`src/hw/rtl/backlight_timeout_dimmer_core_macros.svh`:
```
`ifndef BACKLIGHT_TIMEOUT_DIMMER_CORE_MACROS_SVH
`define BACKLIGHT_TIMEOUT_DIMMER_CORE_MACROS_SVH

// Same-cycle implication, sampled on clk, off while arst_n is low
`define BLTD_ASSERT_NOW(label, ante, cons, msg) \
	label: assert property (@(posedge clk) disable iff (!arst_n) (ante) |-> (cons)) \
		else $error(msg);

// Next-cycle implication, sampled on clk, off while arst_n is low
`define BLTD_ASSERT_NEXT(label, ante, cons, msg) \
	label: assert property (@(posedge clk) disable iff (!arst_n) (ante) |=> (cons)) \
		else $error(msg);

`endif

```
`src/hw/rtl/bltd_pkg.sv`:
```
`timescale 1ns / 1ps
`default_nettype none

package bltd_pkg;

	localparam int PwmBits   = 8;
	localparam int CmdW      = 3;
	localparam int ModeW     = 3;
	localparam int PctW      = 7;
	localparam int TimeW     = 32;
	localparam int TimeoutW  = 16;
	localparam int DivW      = 4;
	localparam int DutyW     = 9;
	localparam int CfgIdxW   = 2;
	localparam int CfgDataW  = 16;

	localparam int PctMax       = 100;
	localparam int ResetTimeout = 10;
	localparam int ResetLow     = 10;
	localparam int ResetHigh    = 70;
	localparam int ResetDiv     = 10;
	localparam int ResetPercent = 70;

	localparam int PctEntries = 2 ** PctW;
	localparam int ModEntries = 2 ** (2 * DivW);

	typedef enum logic [CmdW-1:0] {
		CMD_SET_MODE    = 3'd0,
		CMD_SET_PERCENT = 3'd1,
		CMD_TRIGGER     = 3'd2,
		CMD_TOUCH       = 3'd3,
		CMD_TICK        = 3'd4
	} cmd_t;

	typedef enum logic [ModeW-1:0] {
		MODE_NONE     = 3'd0,
		MODE_ON       = 3'd1,
		MODE_TEMP_ON  = 3'd2,
		MODE_TEMP_OFF = 3'd3,
		MODE_DIMMING  = 3'd4
	} mode_t;

	typedef enum logic [CfgIdxW-1:0] {
		REG_TIMEOUT = 2'd0,
		REG_LOW     = 2'd1,
		REG_HIGH    = 2'd2,
		REG_DIV     = 2'd3
	} cfg_reg_t;

	typedef struct packed {
		logic [CmdW-1:0]  command;
		logic [ModeW-1:0] new_mode;
		logic [PctW-1:0]  value_percent;
		logic [TimeW-1:0] timestamp;
	} item_t;

	typedef struct packed {
		logic [TimeoutW-1:0] timeout_seconds;
		logic [PctW-1:0]     low_percent;
		logic [PctW-1:0]     high_percent;
		logic [DivW-1:0]     dim_divisor;
	} cfg_t;

	typedef struct packed {
		mode_t             mode;
		logic [PctW-1:0]   percent;
		logic [DutyW-1:0]  duty;
		logic [TimeW-1:0]  trigger_time;
		logic [DivW-1:0]   dim_count;
	} state_t;

	typedef logic [DutyW-1:0] duty_table_t [PctEntries];
	typedef logic [DivW-1:0]  mod_table_t  [ModEntries];

	// duty = pct * 2^PwmBits / 100, kept to the output width
	function automatic duty_table_t gen_duty_table();
		duty_table_t t;
		for (int i = 0; i < PctEntries; i++) begin
			t[i] = DutyW'((i << PwmBits) / PctMax);
		end
		return t;
	endfunction

	// index {count, divisor}: (count + 1) mod divisor, divisor zero acts as one
	function automatic mod_table_t gen_mod_table();
		mod_table_t t;
		int         c;
		int         d;
		int         r;
		for (int i = 0; i < ModEntries; i++) begin
			c = i >> DivW;
			d = i & ((1 << DivW) - 1);
			if (d == 0) begin
				d = 1;
			end
			r = c + 1;
			while (r >= d) begin
				r = r - d;
			end
			t[i] = DivW'(r);
		end
		return t;
	endfunction

	localparam duty_table_t DutyTable = gen_duty_table();
	localparam mod_table_t  ModTable  = gen_mod_table();

	function automatic logic [PctW-1:0] sat_pct(input logic [PctW-1:0] p);
		return (p > PctW'(PctMax)) ? PctW'(PctMax) : p;
	endfunction

endpackage

`default_nettype wire

```
`src/hw/rtl/bltd_if.sv`:
```
`timescale 1ns / 1ps
`default_nettype none

interface bltd_req_if import bltd_pkg::*; ();
	logic             valid;
	logic             ready;
	logic [CmdW-1:0]  command;
	logic [ModeW-1:0] new_mode;
	logic [PctW-1:0]  value_percent;
	logic [TimeW-1:0] timestamp;

	modport source (output valid, command, new_mode, value_percent, timestamp, input ready);
	modport sink (input valid, command, new_mode, value_percent, timestamp, output ready);
endinterface

interface bltd_rsp_if import bltd_pkg::*; ();
	logic             valid;
	logic             ready;
	logic [DutyW-1:0] duty;
	logic [ModeW-1:0] mode;
	logic [PctW-1:0]  percent_now;

	modport source (output valid, duty, mode, percent_now, input ready);
	modport sink (input valid, duty, mode, percent_now, output ready);
endinterface

`default_nettype wire

```
`src/hw/rtl/bltd_next.sv`:
```
`timescale 1ns / 1ps
`default_nettype none

module bltd_next import bltd_pkg::*; (
	input  item_t  item,
	input  cfg_t   cfg,
	input  state_t cur,
	output state_t nxt
);

	logic [TimeW:0]    deadline;
	logic              timed_out;
	logic              dimming;
	logic [DivW-1:0]   count_base;
	logic [DivW-1:0]   count_new;
	logic [PctW-1:0]   pct_dimmed;
	logic [PctW-1:0]   high_sat;

	assign high_sat  = sat_pct(cfg.high_percent);
	assign deadline  = {1'b0, cur.trigger_time} + (TimeW+1)'(cfg.timeout_seconds);
	assign timed_out = (cur.mode == MODE_TEMP_ON) && (deadline < {1'b0, item.timestamp});
	assign dimming   = timed_out || (cur.mode == MODE_DIMMING);
	// a timeout restarts the dim count
	assign count_base = timed_out ? '0 : cur.dim_count;
	assign count_new  = ModTable[{count_base, cfg.dim_divisor}];
	assign pct_dimmed = (count_new == '0) ? (cur.percent - PctW'(1)) : cur.percent;

	always_comb begin
		nxt = cur;
		unique case (item.command)
			CMD_SET_MODE: begin
				if (item.new_mode <= MODE_DIMMING) begin
					nxt.mode = mode_t'(item.new_mode);
					if (item.new_mode == MODE_ON || item.new_mode == MODE_TEMP_ON) begin
						nxt.duty = DutyTable[cur.percent];
					end else if (item.new_mode == MODE_NONE
							|| item.new_mode == MODE_TEMP_OFF) begin
						nxt.duty = '0;
					end
					if (item.new_mode == MODE_TEMP_ON || item.new_mode == MODE_TEMP_OFF) begin
						nxt.trigger_time = item.timestamp;
					end
				end
			end
			CMD_SET_PERCENT: begin
				nxt.percent = sat_pct(item.value_percent);
			end
			CMD_TRIGGER: begin
				if (cur.mode == MODE_TEMP_OFF) begin
					nxt.mode         = MODE_TEMP_ON;
					nxt.trigger_time = item.timestamp;
					nxt.duty         = DutyTable[cur.percent];
				end else if (cur.mode == MODE_TEMP_ON) begin
					nxt.trigger_time = item.timestamp;
				end
			end
			CMD_TOUCH: begin
				nxt.trigger_time = item.timestamp;
				if (cur.mode == MODE_TEMP_OFF || cur.mode == MODE_DIMMING
						|| cur.mode == MODE_TEMP_ON) begin
					nxt.mode    = MODE_TEMP_ON;
					nxt.percent = high_sat;
					nxt.duty    = DutyTable[high_sat];
				end
			end
			CMD_TICK: begin
				if (timed_out) begin
					nxt.duty         = '0;
					nxt.mode         = MODE_DIMMING;
					nxt.trigger_time = '0;
					nxt.dim_count    = '0;
				end
				if (dimming) begin
					if (cur.percent <= cfg.low_percent) begin
						nxt.mode = MODE_TEMP_OFF;
					end else begin
						nxt.dim_count = count_new;
						nxt.percent   = pct_dimmed;
						nxt.duty      = DutyTable[pct_dimmed];
					end
				end
			end
			default: begin
			end
		endcase
	end

endmodule

`default_nettype wire

```
`src/hw/rtl/backlight_timeout_dimmer_core.sv`:
```
// Results: an accepted command transaction is held in the input stage register and moves
// into the result register once that register is free or being taken by the receiver.
// Throughput: one command per cycle while the receiver takes results; the mode update is
// combinational between the input stage register and the result register.
// Reset (arst_n low): mode none, 70 percent, duty 0, trigger time 0, dim count 0,
// registers back to timeout 10, low 10, high 70, divisor 10; no result pending.
`timescale 1ns / 1ps
`default_nettype none
`include "backlight_timeout_dimmer_core_macros.svh"

module backlight_timeout_dimmer_core import bltd_pkg::*; (
	input  wire logic                clk,
	input  wire logic                arst_n,
	input  wire logic                cfg_we,
	input  wire logic [CfgIdxW-1:0]  cfg_index,
	input  wire logic [CfgDataW-1:0] cfg_data,
	bltd_req_if.sink                 req,
	bltd_rsp_if.source               rsp
);

	cfg_t   cfg_q;
	state_t state_q;
	state_t state_next;
	item_t  item_s1;
	item_t  req_item;
	logic   valid_s1;
	logic   advance;
	logic   req_fire;

	logic             rsp_valid_q;
	logic [DutyW-1:0] rsp_duty_q;
	logic [ModeW-1:0] rsp_mode_q;
	logic [PctW-1:0]  rsp_percent_q;

	assign req_item = '{
		command:       req.command,
		new_mode:      req.new_mode,
		value_percent: req.value_percent,
		timestamp:     req.timestamp
	};

	assign advance   = valid_s1 && (!rsp_valid_q || rsp.ready);
	assign req.ready = !valid_s1 || advance;
	assign req_fire  = req.valid && req.ready;

	always_ff @(posedge clk or negedge arst_n) begin
		if (!arst_n) begin
			cfg_q.timeout_seconds <= TimeoutW'(ResetTimeout);
			cfg_q.low_percent     <= PctW'(ResetLow);
			cfg_q.high_percent    <= PctW'(ResetHigh);
			cfg_q.dim_divisor     <= DivW'(ResetDiv);
		end else if (cfg_we) begin
			unique case (cfg_reg_t'(cfg_index))
				REG_TIMEOUT: cfg_q.timeout_seconds <= cfg_data[TimeoutW-1:0];
				REG_LOW:     cfg_q.low_percent     <= cfg_data[PctW-1:0];
				REG_HIGH:    cfg_q.high_percent    <= cfg_data[PctW-1:0];
				REG_DIV:     cfg_q.dim_divisor     <= cfg_data[DivW-1:0];
			endcase
		end
	end

	// input stage: hold the transaction until the result register can take it
	always_ff @(posedge clk or negedge arst_n) begin
		if (!arst_n) begin
			valid_s1 <= 1'b0;
		end else if (req_fire) begin
			valid_s1 <= 1'b1;
		end else if (advance) begin
			valid_s1 <= 1'b0;
		end
	end

	always_ff @(posedge clk) begin
		if (req_fire) begin
			item_s1 <= req_item;
		end
	end

	bltd_next u_next (
		.item (item_s1),
		.cfg  (cfg_q),
		.cur  (state_q),
		.nxt  (state_next)
	);

	always_ff @(posedge clk or negedge arst_n) begin
		if (!arst_n) begin
			state_q.mode         <= MODE_NONE;
			state_q.percent      <= PctW'(ResetPercent);
			state_q.duty         <= '0;
			state_q.trigger_time <= '0;
			state_q.dim_count    <= '0;
		end else if (advance) begin
			state_q <= state_next;
		end
	end

	always_ff @(posedge clk or negedge arst_n) begin
		if (!arst_n) begin
			rsp_valid_q <= 1'b0;
		end else if (advance) begin
			rsp_valid_q <= 1'b1;
		end else if (rsp.ready) begin
			rsp_valid_q <= 1'b0;
		end
	end

	always_ff @(posedge clk) begin
		if (advance) begin
			rsp_duty_q    <= state_next.duty;
			rsp_mode_q    <= state_next.mode;
			rsp_percent_q <= state_next.percent;
		end
	end

	assign rsp.valid       = rsp_valid_q;
	assign rsp.duty        = rsp_duty_q;
	assign rsp.mode        = rsp_mode_q;
	assign rsp.percent_now = rsp_percent_q;

	`BLTD_ASSERT_NOW(a_pct_range, 1'b1, state_q.percent <= PctW'(PctMax), "percent above 100")
	`BLTD_ASSERT_NEXT(a_adv_rsp, advance, rsp_valid_q, "result lost after advance")
	`BLTD_ASSERT_NEXT(a_stall_hold, valid_s1 && !advance, valid_s1 && $stable(state_q), "stalled transaction dropped or state moved")

endmodule

`default_nettype wire

```
`src/flat_wrapper.sv`:
```
// flat-port wrapper written by rule: the top's interface ports become plain ports
module backlight_timeout_dimmer_core_flat import bltd_pkg::*;
  (clk, arst_n, cfg_we, cfg_index, cfg_data, req_valid, req_command, req_new_mode, req_value_percent, req_timestamp, req_ready, rsp_valid, rsp_duty, rsp_mode, rsp_percent_now, rsp_ready);
  bltd_req_if req_i ();
  bltd_rsp_if rsp_i ();
  input  wire logic clk;
  input  wire logic arst_n;
  input  wire logic cfg_we;
  input  wire logic [CfgIdxW-1:0] cfg_index;
  input  wire logic [CfgDataW-1:0] cfg_data;
  input wire logic [$bits(req_i.valid)-1:0] req_valid;
  input wire logic [$bits(req_i.command)-1:0] req_command;
  input wire logic [$bits(req_i.new_mode)-1:0] req_new_mode;
  input wire logic [$bits(req_i.value_percent)-1:0] req_value_percent;
  input wire logic [$bits(req_i.timestamp)-1:0] req_timestamp;
  output wire logic [$bits(req_i.ready)-1:0] req_ready;
  output wire logic [$bits(rsp_i.valid)-1:0] rsp_valid;
  output wire logic [$bits(rsp_i.duty)-1:0] rsp_duty;
  output wire logic [$bits(rsp_i.mode)-1:0] rsp_mode;
  output wire logic [$bits(rsp_i.percent_now)-1:0] rsp_percent_now;
  input wire logic [$bits(rsp_i.ready)-1:0] rsp_ready;
  assign req_i.valid = req_valid;
  assign req_i.command = req_command;
  assign req_i.new_mode = req_new_mode;
  assign req_i.value_percent = req_value_percent;
  assign req_i.timestamp = req_timestamp;
  assign req_ready = req_i.ready;
  assign rsp_valid = rsp_i.valid;
  assign rsp_duty = rsp_i.duty;
  assign rsp_mode = rsp_i.mode;
  assign rsp_percent_now = rsp_i.percent_now;
  assign rsp_i.ready = rsp_ready;
  backlight_timeout_dimmer_core u_core (.clk(clk), .arst_n(arst_n), .cfg_we(cfg_we), .cfg_index(cfg_index), .cfg_data(cfg_data), .req(req_i), .rsp(rsp_i));
endmodule
```
`config.mk`:
```
export PLATFORM = sky130hd
export DESIGN_NAME = backlight_timeout_dimmer_core_flat
export DESIGN_NICKNAME = d
export VERILOG_FILES = /design/src/hw/rtl/bltd_pkg.sv /design/src/hw/rtl/bltd_if.sv /design/src/hw/rtl/bltd_next.sv /design/src/hw/rtl/backlight_timeout_dimmer_core.sv /design/src/flat_wrapper.sv
export VERILOG_INCLUDE_DIRS = /design/src /design/src/hw/rtl
export SDC_FILE = /design/constraint.sdc
export NUM_CORES = 1
export LEC_CHECK = 0
export BUFFER_PORTS_ARGS = -buffer_cell sky130_fd_sc_hd__buf_4
export CORE_MARGIN = 4
export CORE_UTILIZATION = 35
export CTS_CLUSTER_DIAMETER = 30
export DETAILED_ROUTE_END_ITERATION = 12
export PLACE_DENSITY = 0.61
export SLEW_MARGIN = 20
export SYNTH_ARGS = -nofsm -noshare
export SYNTH_HDL_FRONTEND = slang
export SYNTH_SLANG_ARGS = --single-unit
```
`constraint.sdc`:
```
create_clock -name clk -period 13.6 [get_ports clk]
set_clock_uncertainty 0.15 [all_clocks]
set_input_delay 2.72 -clock clk [delete_from_list [all_inputs] [get_ports clk]]
set_output_delay 2.72 -clock clk [all_outputs]
set_load 0.05 [all_outputs]
```
==> out/qor.yml <==
status:
  status: "finished clean"
global_route:
  grt.met2_usage_pct: 33.7
  grt_pass1_vias: 13400
  grt_first_pass_wirelength_um: 78000
  gr-total-overflow: 0
  top_usage_layer: "met2"
  grt_use_met1_pct: 31.0
  grt.total_usage_pct: 21.9
  grt_start_max_net_pins: 73
  antenna_found_initial: 0
  met3_usage_pct: 3.67
logic_synthesis:
  synthArstFlopShare_pct: 58.7
  syn_nets: 1946
  yosys-top-cells-area: "dfrtp_1 14%, edfxtp_1 13%, ha_1 8.6%"
  yosysWarnings: 0
  synthDistinctLibCells: 104
  synth_seq_cells: 155
  syn_avg_cell_area_um2: 8.08
  synth_ff_type: "dfrtp_1"
  synth_area_mm2: 0.0144
  synth-seq-area-share_pct: 29.3
  syn_inst: 1778
  synth_top_area_cell: "dfrtp_1"
  synth.top_cell.area_share_pct: 13.8
  synth-edff-count: 64
sta:
  min_period_ns: 9.62
  setup_violations: 0
  period_share_pct: 70.7
  layout_setup_ws_ns: 3.98
  rsz0062_at_grt: "no"
  slew_violations: 0
  tns_ns: 0
  max_freq_mhz: 104
  worstMarginPinSlew_ns: 1.08
  final-hold-violation-count: 0
  timing.slew.headroom_pct: 27.7
power:
  ir_worst_vdd_mv: 0.107
  p_total_mw: 3.24
  leakage_nw: 6.36
  powerDensity_mw_per_mm2: 204
worst_setup_path:
  timing.critical_path.mode_cell: "a21oi_1"
  rrSetupSlack_ns: 3.98
  critPathLaunchType: "register"
  worst_r2r_path_depth: 35
  end_kind: "register"
  cpPeakStageDelay_ns: 0.56
  crit_fanout: 16
  cp.required_ns: 13.85
  crit_arrival_ns: 9.87
  timing.rr.end: "u_core.state_q[37]"
  path_class: "register to register"
  r2r-start: "u_core.cfg_q[19]"
  cp_slowest_cell: "nor4_1"
cts:
  cts.clk_slew.worst_paths_ns: 0.08
  clk_latency_ns: 0.46
  cts_tree: "yes"
  numCtsBuffers: 17
  cts-root-buf: "clkbuf_16"
  clk_path_buf_depth: 2
  htreeDepth: 4
  cts_resized: 0
  cts_setup_buffers: 0
  ctsHoldBuffers: 0
  cts.sinks: 155
layout:
  syn2layout_area_growth_pct: 10.7
  final_cells: 2324
  nets: 1953
  fillers: 4162
  finalInstanceArea_mm2: 0.0159
  drive_gt1_share_pct: 14.2
job:
  drv_cap: 0
placement:
  place.gp.congestion: 0.985
  placed_area_mm2: 0.0153
  dp_cells: 2291
  numPortBuffers: 88
  pre_cts_slack_ns: 4.12
  dp_hpwl_um: 35600
floorplanning:
  die_area_mm2: 0.0444
  dieHeight_um: 211
  io_pins: 89
  chipWidth_um: 211
  rows: 73
  start_util_pct: 35.8
  core-area_mm2: 0.0402
routing:
  vias: 14200
  drtAntennaViolNets: 0
  via_per_inst: 6.11
  drc_errors: 0
  drt_iter0_drc: 1412
  firstDrtPassIters: 6
  wl_per_cell_um: 21.4
  drt-total-wl_um: 49700
worst_hold_path:
  hold_class: "register to register"
  holdCritStartpoint: "u_core.state_q[16]"
  whs_path_depth: 2
  worstHoldEndpoint: "u_core.state_q[16]"
worst max-delay path: cells and delay by family, from the launching register on:
kind	cells	cell delay, ns
AO/OA/AOI/OAI	18	4.50
buffers and inverters	1	0.31
multiplexers	1	0.17
adder cells (fa/ha/maj)	3	0.89
flip-flops	1	0.54
AND/OR/NAND/NOR	11	2.87
XOR/XNOR	1	0.14
worst max path at each step:
stage                     startpoint                  to  slack [ns]  cells past startpoint
CTS                 u_core.cfg_q[19]  u_core.state_q[37]        4.06                     35
finish              u_core.cfg_q[19]  u_core.state_q[37]        3.98                     35
global route        u_core.cfg_q[19]  u_core.state_q[37]        3.36                     35
floorplan           u_core.cfg_q[19]  u_core.state_q[38]        5.81                     37
global placement    u_core.cfg_q[19]  u_core.state_q[38]        4.35                     33
detailed placement  u_core.cfg_q[19]  u_core.state_q[37]        4.12                     35
cell usage in the layout (no fill, tap or decap), types with 17 or more instances in the layout:
cell type / count
a21oi_1: 176
mux2_2: 43
ha_1: 99
o22ai_1: 20
nor2_1: 141
nand3_1: 44
nor3_1: 42
nand4_1: 18
edfxtp_1: 64
dfrtp_1: 78
clkbuf_16: 17
a31oi_1: 25
inv_1: 86
nand2_1: 223
buf_4: 113
o211ai_1: 25
a211oi_1: 46
xnor2_1: 36
o21ai_0: 136
metal layers:
layer	wire (um)	part of all wire [%]
met5	0	0
met4	1740	3.5
met3	3870	7.8
met2	22000	44
met1	22100	44
logic make-up after synthesis:
family / after synthesis / share of synthesized area, %
compound gates: 625 / 28.9
simple gates: 575 / 18.6
buf+inv: 217 / 6.31
flops: 155 / 29.3
fa+ha+maj: 102 / 8.90
mux: 59 / 5.09
xor+xnor: 45 / 2.84
flip-flops by register name, summed over array words and instances, names as in the netlist:
register and flops:
u_core.cfg_q 34, u_core.item_s1 45, u_core.rsp.duty 9, u_core.rsp.mode 3, u_core.rsp.percent_now 7, u_core.rsp.valid 1
u_core.state_q 55, u_core.valid_s1 1
metrics by stage:
stage	utilization, %	hold slack [ns]
floorplan	-	0.306
global placement	38.2	0.321
detailed placement	38.2	0.327
CTS	39.6	0.346
global route	39.6	0.361
finish	39.6	0.339
power breakdown:
group / switching, mW / internal (mW)
clock: 0.239 / 0.242
sequential: 0.125 / 0.583
combinational: 1.36 / 0.698
cells in the mapped netlist (8+ instances only):
master and count:
or3_1 13, nand4_1 18, o21a_1 11, a31oi_1 25
and3_1 14, nor2b_1 16, clkbuf_1 78, o31ai_1 8
mux2i_1 9, a311oi_1 11, o21ai_0 136, xnor2_1 36
nand2b_1 15, dfstp_2 12, mux2_2 43, ha_1 99
nor2_1 142, edfxtp_1 64, o2111ai_1 8, a211oi_1 46
o22ai_1 20, nor3_1 42, buf_1 15, o211ai_1 25
nand3_1 44, a21o_1 12, a21oi_1 176, inv_1 86
o221ai_1 16, a211o_1 9, nand2_1 223, buf_2 20
dfrtp_1 79, xor2_1 8
cell type report:
type	count	area, um2	share of cell area [%]
antenna	1	2.50	0.0157
clock buffer	18	429	2.70
clock inverter	14	130	0.818
inverter	92	345	2.17
multi-input combinational	1406	9280	58.3
sequential	155	4220	26.5
tap	525	657	4.13
timing repair buffer	113	848	5.33
Note: power is estimated with default switching activity, not from simulation.
